===== src/design/tdpt_pkg.sv =====
// tdpt_pkg: shared constants for the trial division prime test core
// used by the core, its divider and its port checker; no dependencies

package tdpt_pkg;

  localparam int unsigned VALUE_WIDTH     = 32;
  localparam int unsigned CANDIDATE_WIDTH = 32;
  localparam int unsigned FIRST_DIVISOR   = 3;
  localparam int unsigned DIVISOR_STEP    = 2;
  localparam int unsigned SMALLEST_PRIME  = 2;

endpackage


===== src/design/tdpt_divider.sv =====
// tdpt_divider: bit-serial restoring divider, one quotient bit per cycle
// depends on tdpt_pkg for the default width

module tdpt_divider #(
  parameter int unsigned VALUE_WIDTH = tdpt_pkg::VALUE_WIDTH
) (
  input  logic                   clk_i,
  input  logic                   rst_ni,
  input  logic                   start_i,
  input  logic [VALUE_WIDTH-1:0] dividend_i,
  input  logic [VALUE_WIDTH-1:0] divisor_i,
  output logic                   done_o,
  output logic [VALUE_WIDTH-1:0] quotient_o,
  output logic [VALUE_WIDTH-1:0] remainder_o
);

  localparam int unsigned CntW = $clog2(VALUE_WIDTH + 1);

  logic                   busy_q;
  logic                   done_q;
  logic [CntW-1:0]        cnt_q;
  logic [VALUE_WIDTH-1:0] quo_q;
  logic [VALUE_WIDTH-1:0] quo_d;
  logic [VALUE_WIDTH-1:0] rem_q;
  logic [VALUE_WIDTH-1:0] rem_d;
  logic [VALUE_WIDTH-1:0] div_q;
  logic [VALUE_WIDTH:0]   rem_sh;
  logic [VALUE_WIDTH:0]   diff;
  logic                   take;

  // shift in the next dividend bit and try to subtract the divisor
  always_comb begin
    rem_sh = {rem_q, quo_q[VALUE_WIDTH-1]};
    diff   = rem_sh - {1'b0, div_q};
    take   = ~diff[VALUE_WIDTH];
    rem_d  = take ? diff[VALUE_WIDTH-1:0] : rem_sh[VALUE_WIDTH-1:0];
    quo_d  = {quo_q[VALUE_WIDTH-2:0], take};
  end

  always_ff @(posedge clk_i or negedge rst_ni) begin
    if (!rst_ni) begin
      busy_q <= 1'b0;
      done_q <= 1'b0;
      cnt_q  <= '0;
    end else begin
      done_q <= 1'b0;
      if (start_i) begin
        busy_q <= 1'b1;
        cnt_q  <= CntW'(VALUE_WIDTH);
      end else if (busy_q) begin
        cnt_q <= cnt_q - CntW'(1);
        if (cnt_q == CntW'(1)) begin
          busy_q <= 1'b0;
          done_q <= 1'b1;
        end
      end
    end
  end

  always_ff @(posedge clk_i) begin
    if (start_i) begin
      quo_q <= dividend_i;
      rem_q <= '0;
      div_q <= divisor_i;
    end else if (busy_q) begin
      quo_q <= quo_d;
      rem_q <= rem_d;
    end
  end

  assign done_o      = done_q;
  assign quotient_o  = quo_q;
  assign remainder_o = rem_q;

endmodule


===== src/design/trial_division_prime_test_core.sv =====
// trial_division_prime_test_core: primality test of one signed word per item
// depends on tdpt_pkg and tdpt_divider
//
// Each accepted candidate gives one flag word. Negative values, zero, one, two
// and even values above two are settled on acceptance; the flag is registered
// at once if the output register is free, else held in S_HOLD until it is.
// Odd values from three up are tried against the divisors 3, 5, 7 and so on;
// each trial is one pass of the bit-serial divider, which yields both the
// quotient (trials stop once it drops below the divisor or the remainder is
// zero) and the remainder. An odd candidate n thus takes about sqrt(n) / 2
// trials. One candidate is worked on at a time; the next one is taken as soon
// as the finished flag sits in the output register.

module trial_division_prime_test_core #(
  parameter int unsigned VALUE_WIDTH = tdpt_pkg::VALUE_WIDTH
) (
  input  logic                                        clk_i,
  input  logic                                        rst_ni,
  input  logic                                        in_valid_i,
  output logic                                        in_stall_o,
  input  logic signed [tdpt_pkg::CANDIDATE_WIDTH-1:0] candidate_i,
  output logic                                        out_valid_o,
  input  logic                                        out_stall_i,
  output logic                                        is_prime_flag_o
);

  localparam int unsigned CandW = tdpt_pkg::CANDIDATE_WIDTH;

  typedef enum logic [1:0] {
    S_IDLE,
    S_RUN,
    S_HOLD
  } state_e;

  state_e                 state_q;
  logic                   out_valid_q;
  logic                   flag_q;
  logic                   pend_q;
  logic                   start_q;
  logic [VALUE_WIDTH-1:0] n_q;
  logic [VALUE_WIDTH-1:0] d_q;

  logic [VALUE_WIDTH-1:0] cand_n;
  logic                   decided;
  logic                   dec_flag;
  logic                   out_free;
  logic                   div_done;
  logic [VALUE_WIDTH-1:0] div_quo;
  logic [VALUE_WIDTH-1:0] div_rem;
  logic                   q_lt_d;
  logic                   rem_zero;

  if (VALUE_WIDTH <= CandW) begin : g_trunc
    assign cand_n = candidate_i[VALUE_WIDTH-1:0];
  end else begin : g_sext
    assign cand_n = {{(VALUE_WIDTH - CandW){candidate_i[CandW-1]}}, candidate_i};
  end

  // negative, zero, one, two and other even values need no trial division
  always_comb begin
    dec_flag = (cand_n == VALUE_WIDTH'(tdpt_pkg::SMALLEST_PRIME));
    decided  = cand_n[VALUE_WIDTH-1] || (cand_n[VALUE_WIDTH-1:1] == '0) ||
               dec_flag || !cand_n[0];
  end

  assign out_free   = !out_valid_q || !out_stall_i;
  assign in_stall_o = (state_q != S_IDLE);
  assign q_lt_d     = (div_quo < d_q);
  assign rem_zero   = (div_rem == '0);

  tdpt_divider #(
    .VALUE_WIDTH (VALUE_WIDTH)
  ) u_divider (
    .clk_i       (clk_i),
    .rst_ni      (rst_ni),
    .start_i     (start_q),
    .dividend_i  (n_q),
    .divisor_i   (d_q),
    .done_o      (div_done),
    .quotient_o  (div_quo),
    .remainder_o (div_rem)
  );

  always_ff @(posedge clk_i or negedge rst_ni) begin
    if (!rst_ni) begin
      state_q     <= S_IDLE;
      out_valid_q <= 1'b0;
      flag_q      <= 1'b0;
      pend_q      <= 1'b0;
      start_q     <= 1'b0;
      n_q         <= '0;
      d_q         <= '0;
    end else begin
      start_q <= 1'b0;
      if (out_valid_q && !out_stall_i) begin
        out_valid_q <= 1'b0;
      end
      case (state_q)
        S_IDLE: begin
          if (in_valid_i) begin
            if (decided) begin
              if (out_free) begin
                out_valid_q <= 1'b1;
                flag_q      <= dec_flag;
              end else begin
                pend_q  <= dec_flag;
                state_q <= S_HOLD;
              end
            end else begin
              n_q     <= cand_n;
              d_q     <= VALUE_WIDTH'(tdpt_pkg::FIRST_DIVISOR);
              start_q <= 1'b1;
              state_q <= S_RUN;
            end
          end
        end
        S_RUN: begin
          if (div_done) begin
            // quotient below divisor: no divisor left, so prime; else a zero remainder means composite
            if (q_lt_d || rem_zero) begin
              if (out_free) begin
                out_valid_q <= 1'b1;
                flag_q      <= q_lt_d;
                state_q     <= S_IDLE;
              end else begin
                pend_q  <= q_lt_d;
                state_q <= S_HOLD;
              end
            end else begin
              d_q     <= d_q + VALUE_WIDTH'(tdpt_pkg::DIVISOR_STEP);
              start_q <= 1'b1;
            end
          end
        end
        S_HOLD: begin
          if (out_free) begin
            out_valid_q <= 1'b1;
            flag_q      <= pend_q;
            state_q     <= S_IDLE;
          end
        end
        default: begin
          state_q <= S_IDLE;
        end
      endcase
    end
  end

  assign out_valid_o     = out_valid_q;
  assign is_prime_flag_o = flag_q;

endmodule


===== config.mk =====
export PLATFORM = sky130hd
export DESIGN_NAME = trial_division_prime_test_core
export DESIGN_NICKNAME = d
export VERILOG_FILES = /design/src/design/tdpt_pkg.sv /design/src/design/tdpt_divider.sv /design/src/design/trial_division_prime_test_core.sv
export SDC_FILE = /design/constraint.sdc
export NUM_CORES = 1
export LEC_CHECK = 0
export BUFFER_PORTS_ARGS = -buffer_cell sky130_fd_sc_hd__buf_2
export CAP_MARGIN = 25
export CELL_PAD_IN_SITES_DETAIL_PLACEMENT = 0
export CELL_PAD_IN_SITES_GLOBAL_PLACEMENT = 2
export CORE_ASPECT_RATIO = 0.75
export CORE_MARGIN = 5
export CORE_UTILIZATION = 35
export DETAILED_ROUTE_END_ITERATION = 16
export PLACE_DENSITY = 0.72
export SYNTH_ARGS = -nofsm -noshare
export SYNTH_HDL_FRONTEND = slang
export SYNTH_SLANG_ARGS = --single-unit

===== constraint.sdc =====
create_clock -name clk_i -period 8.5 [get_ports clk_i]
set_input_delay 0.425 -clock clk_i [delete_from_list [all_inputs] [get_ports clk_i]]
set_output_delay 0.425 -clock clk_i [all_outputs]
set_load 0.02 [all_outputs]

Word-level counts from Yosys, hierarchy flattened
Index checks and enable logic that the tools add are counted.
- word-level logic and storage cells: 107
- flip-flop bits (word level): 174
- output and inout bits: 3
- bits of input ports: 36
- add/sub/neg operators: 3
- equal/unequal tests: 16
- reductions and logical operators: 21
- muxes and demuxes: 51
- magnitude comparators: 1
- bitwise operators: 2
- operator list (operator ; count):
    2-to-1 mux 32 bit ; 7
    case mux 32 bit (2 select lines) ; 1
    subtractor 33 x 32 -> 33 bit ; 1
    adder 32 x 2 -> 32 bit, second input constant ; 1
    equality test 32 x 2 -> 1 bit, second input constant ; 1
    zero test 32 bit ; 1
    < comparator 32 bit ; 1
    zero test 31 bit ; 1
    2-to-1 mux 1 bit ; 29
    != test 2 bit, second input constant ; 10
    2-to-1 mux 2 bit ; 7
    2-to-1 mux 6 bit ; 2
    AND reduction 5 bit ; 2
    AND reduction 8 bit ; 1
    AND reduction 7 bit ; 1
    equality test 6 x 1 -> 1 bit, second input constant ; 1
    case mux 1 bit (3 select lines) ; 2
    case mux 2 bit (3 select lines) ; 1
    nonzero test 2 bit ; 3
    subtractor 6 x 1 -> 6 bit, second input constant ; 1
    logical OR 1 bit ; 5
    case mux 1 bit (2 select lines) ; 2
    zero test 1 bit ; 3
    != test 3 bit, second input constant ; 1
    8 further kinds ; 9

Longest topological paths before layout
Gate-level depths: netlist (run 1).
- word-level depth: 7
- mapped depth: 14
- mapped depth without buffers: 12

Hierarchy
Synthesis (run 1) repeated with hierarchy kept, for this count alone.
- cells, all modules: 1031
- area total of the unflattened synthesis: 10507.6 um2
- modules (own cells, without submodules) (module ; area an instance (um2) ; cells each ; instances ; seq. area each (um2)):
    tdpt_divider ; 6105.9 ; 580 ; 1 ; 2762.6
    trial_division_prime_test_core ; 4401.7 ; 451 ; 1 ; 1751.7

Worst setup path before layout (run 1)
Ideal clock, no wire load.
- path type: reg2reg
- start point: register d_q[14]
- end point: register d_q[28]
- slack: 5.724 ns
- setup time: 0.133 ns
- data required time: 8.367 ns
- clock period less this slack: 2.776 ns
- data arrival time: 2.643 ns
- stages on the path, launching flop included: 14
- path buffers: 2
- cells stage by stage: dfrtp_1 -> clkbuf_1 -> inv_1 -> ha_1 -> nand4_1 -> nor2_1 -> o2111ai_1 -> o211ai_1 -> o211ai_1 -> a211oi_1 -> clkbuf_1 -> nand3_1 -> o311ai_0 -> nand2_1
- word-level cells in the longest chain between the ends: 4
- elaborated cells between the ends (all ways): 8
- those cells by class: 1 x add/sub; 1 x order compare; 1 x eq/ne; 3 x mux; 2 x reduce/logical
- ends and longest elaborated chain (item ; line ; RTL):
    start, declared ; trial_division_prime_test_core.sv:41 ; logic [VALUE_WIDTH-1:0] d_q;
    start signal, assigned ; trial_division_prime_test_core.sv:111 ; d_q <= VALUE_WIDTH'(tdpt_pkg::FIRST_DIVISOR);
    start signal, assigned ; trial_division_prime_test_core.sv:130 ; d_q <= d_q + VALUE_WIDTH'(tdpt_pkg::DIVISOR_STEP);
    adder 32 x 2 -> 32 bit / < comparator 32 bit (equally long branches) ; trial_division_prime_test_core.sv:130, trial_division_prime_test_core.sv:68 ;
    2-to-1 mux 32 bit / logical OR 1 bit (equally long branches) ; trial_division_prime_test_core.sv:120 ; if (q_lt_d || rem_zero) begin
    2-to-1 mux 32 bit / != test 2 bit (equally long branches) ; -- ;
    case mux 32 bit (2 select lines) / AND reduction 5 bit (equally long branches) ; -- ;
Parallel ways exist; a longest one is shown, timed or not. The select of a mux whose other input is x is not followed.
A chain may end at the register's enable or synchronous reset.

Worst setup path in the final report (run 1)
- start point: register u_divider.quo_q[31], in the netlist u_divider.quotient_o[31]
- end point: register u_divider.rem_q[2], in the netlist u_divider.remainder_o[2]
- word-level cells in the longest chain between the ends: 2
- ends and longest elaborated chain (item ; line ; RTL):
    start, declared ; tdpt_divider.sv:22 ; logic [VALUE_WIDTH-1:0] quo_q;
    start signal, assigned ; tdpt_divider.sv:62 ; quo_q <= dividend_i;
    start signal, assigned ; tdpt_divider.sv:66 ; quo_q <= quo_d;
    subtractor 33 x 32 -> 33 bit ; tdpt_divider.sv:34 ; diff = rem_sh - {1'b0, div_q};
    2-to-1 mux 32 bit ; tdpt_divider.sv:36 ; rem_d = take ? diff[VALUE_WIDTH-1:0] : rem_sh[VALUE_WIDTH-1:0];
    end signal, assigned ; tdpt_divider.sv:67 ; rem_q <= rem_d;
    end, declared ; tdpt_divider.sv:24 ; logic [VALUE_WIDTH-1:0] rem_q;
No other way between the ends.

==> reports/results.ini, run 1 <==
[status]
status = finished, final reports clean

[setup_path]
crit_family = compound AO/OA/AOI/OAI gates
path_class = reg2reg
cp.depth = 13
critPathArrivalTime_ns = 3.86
worst-path-max-fanout = 24
path_buf_inv = 2
start_kind = flop
r2r_cells = 13
cp_slowest_cell = xnor2_4
crit_required_ns = 8.79
crit_chain = inv_1 -> ha_1 -> fa_1 -> nor2b_1 -> o2111ai_1 -> nand3_1 -> a21oi_2 -> o21ai_4 -> a31oi_4 -> xnor2_4 -> buf_4 -> mux2i_1 -> a211oi_1
slowest_delay_ns = 0.48
end_kind = flop

[sta]
relSlewSlack_pct = 40.05
max_slew.worst_pin.slew_ns = 0.8971
final.setup.tns_ns = 0
skew_ns = 0.01213
whs_ns = 0.2324
setup_ws_ns = 4.939
rsz0062_at_grt = false
hold_viol_final = 0
period_needed_ns = 3.561
max_freq_mhz = 280.8
post-route-period-util_pct = 41.90
final-max-slew-violation-count = 0
finalSetupViolCount = 0

[drt]
drt_wl_total_um = 25960
first_pass_iters = 5
drc_errors = 0
num_vias = 7704
detail-route-antenna-nets = 0
routed_via_density = 5.331
wl_per_cell_um = 17.96
drt_iter0_markers = 475

[global_route]
grt_use_total_pct = 15.78
antenna_found_initial = 0
gr-total-overflow = 0
grt_pass1_wl_um = 41970
grt_start_max_net_pins = 53
grt_pass1_vias = 7346

[power]
leakage_nw = 4.811
power-per-cell-area_mw_per_mm2 = 421.5
switching_power_mw = 2.024
p_clk_share_pct = 17.0
total_power_mw = 4.840
internal_power_mw = 2.817
ir_drop_v = 0.0001853
swShare_pct = 41.81
p_comb_share_pct = 50.1
seq_power_share_pct = 32.9

[yosys]
ys.flop_type = dfrtp_1
ys.warnings.count = 0
yosysUniqueCellTypes = 77
synthArstFlopShare_pct = 44.83
synth_most_common_cell = inv_1
synth.cells.most_frequent = inv_1, dfrtp_1, ha_1, nand2_1, mux2_2
synth_area_leader_cell = dfrtp_1
synth_cells = 1013
synth_top_area_share_pct = 18.88
ys_seq_elements = 174
synth.cell_area_mm2 = 0.01034
ys_seq_area_share_pct = 43.68
synthTopCellsByArea = dfrtp_1, edfxtp_1, ha_1
avgSynthCellArea_um2 = 10.20
syn-num-nets = 1121
synth_edf_count = 64

[clocking]
cts_num_sinks = 174
cts-root-buf = clkbuf_16
cts_buffers = 17
clock_path_buffers = 2
cts_resized = 0
path_clk_slew_ns = 0.07
clock_latency_ns = 0.44
htreeDepth = 4
cts_tree = done

[floorplanning]
die_h_um = 158.8
io_pins = 39
start_util_pct = 35.49
dieArea_mm2 = 0.03310
core_mm2 = 0.02912
die_w_um = 208.4
fp-row-count = 54

[placed_design]
gp_congestion = 0.7777
placed_cell_area_mm2 = 0.01086
hpwlAfterDp_um = 19330
dpl_worst_slack_ns = 4.920
io_buffers = 38

[run]
cap_violations = 0

[layout]
postLayoutCellArea_mm2 = 0.01148
multiInputGateArea_mm2 = 0.005271
area_delta_synth_final_pct = 11.10
num-fill-cells = 2895
antenna_cells = 0
nets = 1148
ff_latch_area_mm2 = 0.004518
drive_gt1_share_pct = 15.38

[min_path]
hp-class = in2reg
holdPathStages = 2

-- per-layer routing --
| metal | part of all wire [%] | up-vias | GRT usage (%) |
|---|---|---|---|
| met5 | 0 | - | 0 |
| met4 | 0.60 | 0 | 2.954 |
| met3 | 3.0 | 8 | 3.116 |
| met2 | 42 | 107 | 21.61 |
| met1 | 54 | 3777 | 25.54 |
| li1 | - | 3812 | - |
-- kinds of logic (layout without fill, tap and decap cells) --
family / count (synthesis) / count (layout) / share of synthesized area (%)
AOI/OAI and AO/OA: 253 / 253 / 16.91
buffers and inverters: 124 / 164 / 5.375
xor gates and xnor gates: 31 / 31 / 2.808
DFF: 174 / 174 / 43.68
and+or+nand+nor: 266 / 266 / 12.65
adders and majority gates: 72 / 72 / 8.788
muxes: 93 / 93 / 9.793
-- layout by cell type, fill, tap and decap left out, types with 7 or more instances in the layout --
cell type,instances
dfxtp_1,32
o21ai_0,49
and3_1,11
a211oi_1,24
mux2_2,65
a21o_1,26
edfxtp_1,64
buf_2,37
ha_1,71
inv_1,83
nor4_1,18
a21oi_1,51
xnor2_1,21
nand3_1,19
clkbuf_16,17
o211ai_1,20
buf_4,11
dfrtp_1,77
nor3_1,23
mux2i_1,28
nand4_1,19
nand2b_1,8
xor2_1,9
nor2_1,63
a22oi_1,12
nand2_1,71
nor2b_1,7
-- final timing paths --
path | startpoint | endpoint | slack [ns]
setup / recovery | u_divider.quotient_o[31] | u_divider.remainder_o[2] | 4.94
hold / removal | candidate_i[20] | n_q[20] | 0.23
setup reg to reg | u_divider.quotient_o[31] | u_divider.remainder_o[2] | 4.94
hold reg to reg | n_q[0] | n_q[0] | 0.47
max in group asynchronous | rst_ni | start_q | 6.93
min in group asynchronous | rst_ni | d_q[24] | 0.51
-- power groups by stage --
stage | logic, mW | clock network, mW | registers, mW
2_1_floorplan | 1.96 | 0 | 1.48
3_3_place_gp | 2.41 | 0 | 1.61
3_5_place_dp | 2.42 | 0 | 1.61
4_1_cts | 2.43 | 0.845 | 1.60
5_1_grt | 2.72 | 0.888 | 1.64
6_report | 2.42 | 0.823 | 1.59
-- state kept, by name, indices dropped and copies added (netlist names) --
signal / flops
d_q: 32
is_prime_flag_o: 1
n_q: 32
out_valid_o: 1
pend_q: 1
start_q: 1
state_q: 2
u_divider.busy_q: 1
u_divider.cnt_q: 6
u_divider.div_q: 32
u_divider.done_o: 1
u_divider.quotient_o: 32
u_divider.remainder_o: 32
-- cell type report --
cell class | instances | area share [%]
inverters | 83 | 2.713
repair buffers | 49 | 2.419
well taps | 392 | 4.271
flip-flops and latches | 174 | 39.34
clock buffers | 19 | 3.944
clock inverters | 13 | 1.406
multi-input cells | 715 | 45.90
-- worst register-to-register path, stage by stage, from the launching register on --
cell	delay (ns)
edfxtp_1	0.38
inv_1	0.07
ha_1	0.22
fa_1	0.41
nor2b_1	0.17
o2111ai_1	0.18
nand3_1	0.16
a21oi_2	0.12
o21ai_4	0.23
a31oi_4	0.14
xnor2_4	0.48
buf_4	0.48
mux2i_1	0.29
a211oi_1	0.09
-- stage by stage --
stage / cells / utilization [%]
after floorplan: 1013 / -
after global placement: 1412 / 37.29
after detailed placement: 1412 / 37.29
after CTS: 1445 / 39.43
after global routing: 1445 / 39.43
final: 1445 / 39.43
-- timing repair --
| action | in CTS | in global routing |
|---|---|---|
| endpoints found under the hold margin | 37 | 0 |
| setup buffers | 0 | 0 |
| hold buffers | 1 | 0 |
(Power assumes the default switching activity.)
==> run 2, diff against run 1 <==
clock period = 3.6 ns   (was 8.5 ns; I/O delays follow)
==> reports/results.ini, run 2 (synthesis gave the netlist of run 1 again) <==
[min_path]
holdPathStages = 2
min_from = candidate_i[15]
hp-class = in2reg
whs_endpoint = n_q[15]

[setup_path]
end_kind = flop
worst-path-max-fanout = 12
rr_endpoint = d_q[16]
start_kind = flop
r2r_cells = 12
r2r-start = d_q[14]
worst-r2r-setup-slack_ns = 0.33
path_class = reg2reg
crit_required_ns = 3.97
critPathArrivalTime_ns = 3.64

[clocking]
post-cts-setup-buffers = 0
path_clk_slew_ns = 0.06
cts_buffers = 17
cts-root-buf = clkbuf_16
clock_latency_ns = 0.44
cts_tree = done
clock_path_buffers = 2
cts_num_sinks = 174
htreeDepth = 4

[layout]
drive_gt1_share_pct = 15.50
nets = 1185
layout_common_cells = inv_1, dfrtp_1, nand2_1, ha_1, mux2_2
antenna_cells = 0
final_common_cell = inv_1
area_delta_synth_final_pct = 13.96
finalCoreUtilization_pct = 40.45
postLayoutCellArea_mm2 = 0.01178

[power]
p_clk_share_pct = 15.6
internal_power_mw = 6.680
seq_power_share_pct = 33.2
leakage_nw = 4.949
power-per-cell-area_mw_per_mm2 = 972.6
p_comb_share_pct = 51.2
switching_power_mw = 4.777
swShare_pct = 41.69
ir_drop_v = 0.0005078

[status]
status = finished, final reports clean

[sta]
hold_viol_final = 0
relSlewSlack_pct = 40.46
finalSetupViolCount = 0
final-max-slew-violation-count = 0
skew_ns = 0.009711
final.setup.tns_ns = 0
rsz0062_at_grt = false
period_needed_ns = 3.266
max_slew.worst_pin.slew_ns = 0.8931
whs_ns = 0.02954
max_freq_mhz = 306.2
post-route-period-util_pct = 90.72

[global_route]
gr-total-overflow = 0
grt_start_max_net_pins = 66
grt_use_total_pct = 16.42
grt_pass1_wl_um = 43780
grt_pass1_vias = 7850
antenna_found_initial = 0

[run]
cap_violations = 0

[drt]
first_pass_iters = 5
routed_via_density = 5.268
drt_wl_total_um = 26790
drc_errors = 0
wl_per_cell_um = 18.08
num_vias = 7807
detail-route-antenna-nets = 0
drt_iter0_markers = 471

[floorplanning]
core_mm2 = 0.02912
die_w_um = 208.4
io_pins = 39
start_util_pct = 35.49
dieArea_mm2 = 0.03310
fp-row-count = 54
die_h_um = 158.8

[placed_design]
hpwlAfterDp_um = 19720
placed_cell_area_mm2 = 0.01095
io_buffers = 38
gp_congestion = 0.8020

## run 2: worst max-delay path by stage
stage	start	end	slack, ns	cells past startpoint
floorplan	d_q[14]	d_q[28]	0.82	13
global placement	d_q[21]	pend_q	0.42	12
detailed placement	d_q[13]	d_q[16]	0.39	12
CTS	d_q[13]	d_q[16]	0.33	12
global route	d_q[14]	d_q[28]	0.04	13
finish	d_q[14]	d_q[16]	0.33	12
## run 2: layout make-up
| cell class | count | area, µm² |
|---|---|---|
| clock buffer | 25 | 486.7 |
| clock inverter | 7 | 63.81 |
| fill | 2859 | 17340 |
| inverter | 83 | 311.5 |
| multi-input combinational | 715 | 5271 |
| sequential | 174 | 4519 |
| tap | 392 | 490.5 |
| timing repair buffer | 86 | 635.6 |
## run 2: metrics by stage
step / power [mW] / setup slack [ns] / cells
3_5_place_dp: 9.688 / 0.3859 / 1422
6_report: 11.46 / 0.3339 / 1482
2_1_floorplan: 8.133 / 0.8241 / 1013
4_1_cts: 11.57 / 0.3303 / 1481
5_1_grt: 12.49 / 0.04134 / 1482
3_3_place_gp: 9.650 / 0.4185 / 1422
## run 2: power by group through the flow
stage	sequential [mW]	combinational (mW)	clock, mW
floorplan	3.50	4.63	0
global placement	3.85	5.79	0
detailed placement	3.85	5.84	0
CTS	3.82	5.90	1.84
global route	3.94	6.62	1.94
finish	3.80	5.86	1.79
## run 2: timing repair
action,in CTS,in global routing
endpoints found under the hold margin,82,1
resized for setup,0,1
hold buffers,27,1
setup endpoints to repair,0,1
## run 2: metal layers
layer	vias up	wire length [µm]	global-route usage, %
li1	3877	-	-
met1	3795	14540	25.87
met2	113	11130	23.18
met3	22	850	2.978
met4	0	270	3.790
met5	-	0	0
## run 2: critical path: stages, from the launching register on
cell and delay (ns):
dfrtp_1 0.52, inv_1 0.08, ha_1 0.32, nand4_1 0.15, nor2_1 0.24, o2111ai_1 0.17, o211ai_1 0.25, o211ai_1 0.17
a211oi_2 0.31, buf_4 0.24, and3_1 0.48, a32oi_1 0.17, nand2_1 0.09
==> run 3, diff against run 2 <==
GPL_TIMING_DRIVEN = 0   (was unset)
==> reports/results.ini, run 3 (synthesis gave the netlist of run 1 again) <==
[floorplanning]
io_pins = 39
fp-row-count = 54
die_w_um = 208.4
die_h_um = 158.8
dieArea_mm2 = 0.03310
start_util_pct = 35.49
core_mm2 = 0.02912

[global_route]
grt_pass1_wl_um = 44180
grt_pass1_vias = 7698
gr-total-overflow = 0
grt_use_total_pct = 16.90
grt_start_max_net_pins = 49
antenna_found_initial = 0

[clocking]
path_clk_slew_ns = 0.07
cts_num_sinks = 174
cts_buffers = 17
htreeDepth = 4
cts-root-buf = clkbuf_16
clock_path_buffers = 2
clock_latency_ns = 0.45
cts_tree = done

[sta]
post-route-period-util_pct = 92.67
relSlewSlack_pct = 49.39
whs_ns = 0.02229
finalSetupViolCount = 0
period_needed_ns = 3.336
rsz0062_at_grt = false
hold_viol_final = 0
skew_ns = 0.009514
max_slew.worst_pin.slew_ns = 0.7592
final-max-slew-violation-count = 0
max_freq_mhz = 299.8

[layout]
postLayoutCellArea_mm2 = 0.01203
area_delta_synth_final_pct = 16.37
finalCoreUtilization_pct = 41.30
num-fill-cells = 2862
ff_latch_area_mm2 = 0.004514
final_common_cell = inv_1
layout_common_cells = inv_1, dfrtp_1, nand2_1, ha_1, mux2_2
multiInputGateArea_mm2 = 0.005311
layout.cells.non_filler = 1506
antenna_cells = 0
nets = 1209
drive_gt1_share_pct = 16.16

[drt]
num_vias = 7987
drt_wl_total_um = 28100
first_pass_iters = 6
drc_errors = 0
detail-route-antenna-nets = 0
drt_iter0_markers = 580
wl_per_cell_um = 18.66
routed_via_density = 5.303

[power]
p_comb_share_pct = 52.6
ir_drop_v = 0.0003424
leakage_nw = 5.038
internal_power_mw = 6.788
total_power_mw = 11.79
seq_power_share_pct = 31.6
p_clk_share_pct = 15.8
swShare_pct = 42.41
power-per-cell-area_mw_per_mm2 = 979.9
switching_power_mw = 4.998

[placed_design]
gp_congestion = 0.8287
hpwlAfterDp_um = 21870
placed_cell_area_mm2 = 0.01110
io_buffers = 38
dpl.cell_count = 1446

[setup_path]
worst-path-max-fanout = 6
end_kind = flop
crit_required_ns = 3.93
start_kind = flop
path_class = reg2reg
critPathArrivalTime_ns = 3.67

[status]
status = finished, final reports clean

[run]
cap_violations = 0

[min_path]
hp-class = in2reg

run 3: cell count changes in the layout (fill, tap and decap cells not counted), moves of 2 or more:
cell      change
clkinv_4      +4
buf_4        -16
inv_6         +4
buf_16        +3
buf_6         +5
dfrtp_1       +2
clkbuf_1     +12
buf_1         +6
clkbuf_2      +3
run 3: power by group through the flow:
stage / Combinational [mW] / Clock, mW / Sequential, mW
after floorplan: 4.63 / 0 / 3.50
after global placement: 6.00 / 0 / 3.77
after detailed placement: 6.07 / 0 / 3.76
after CTS: 6.14 / 1.91 / 3.73
after global routing: 6.92 / 2.01 / 3.84
final: 6.20 / 1.86 / 3.72
run 3: critical path: stages, from the launching register on:
cell and delay [ns]:
dfrtp_1 0.44, inv_1 0.12, ha_1 0.32, a21o_1 0.16
a21o_1 0.17, a21oi_1 0.16, o21ai_0 0.16, a221oi_2 0.51
a211oi_2 0.16, or3_1 0.41, a211oi_1 0.24, mux2_2 0.37
run 3: final cells by class:
type / instances / share of cell area (%)
Clock buffer: 17 / 3.537
Sequential cell: 174 / 37.53
Clock inverter: 15 / 1.332
Timing Repair Buffer: 71 / 4.744
Tap cell: 392 / 4.078
Buffer: 39 / 2.029
Inverter: 83 / 2.590
Multi-Input combinational cell: 715 / 44.16
run 3: path summary, 6_finish.rpt:
| kind | startpoint | end | slack [ns] | depth (start not counted) |
|---|---|---|---|---|
| setup / recovery | d_q[21] | pend_q | 0.26 | 11 |
| hold / removal | candidate_i[23] | n_q[23] | 0.02 | 2 |
| setup reg to reg | d_q[21] | pend_q | 0.26 | 11 |
| hold reg to reg | d_q[14] | u_divider.div_q[14] | 0.46 | 0 |
| max in group asynchronous | rst_ni | d_q[5] | 2.73 | 3 |
| min in group asynchronous | rst_ni | d_q[25] | 0.23 | 2 |
run 3: metal layers:
layer  wire length (µm)  vias to the layer above  GRT usage [%]
li1                   -                     3927              -
met2              11160                      148          22.54
met3               1556                       12          4.339
met5                  0                        -              0
met4                136                        0          2.358
met1              15250                     3900          27.57
run 3: repair_timing:
action | 4_1_cts | 5_1_grt
endpoints found under the hold margin | 56 | 1
pin swaps | 0 | 1
hold buffers | 27 | 1
setup buffers | 0 | 2
cloned | 0 | 0
endpoints found under the setup margin | 23 | 41
resized for setup | 3 | 15
run 3: through the flow:
step	TNS, ns	setup slack (ns)
3_5_place_dp	-0.9655	-0.2109
4_1_cts	0	0.02107
5_1_grt	0	0.007971
3_3_place_gp	-6.758	-0.1895
2_1_floorplan	0	0.8241
6_report	0	0.2640
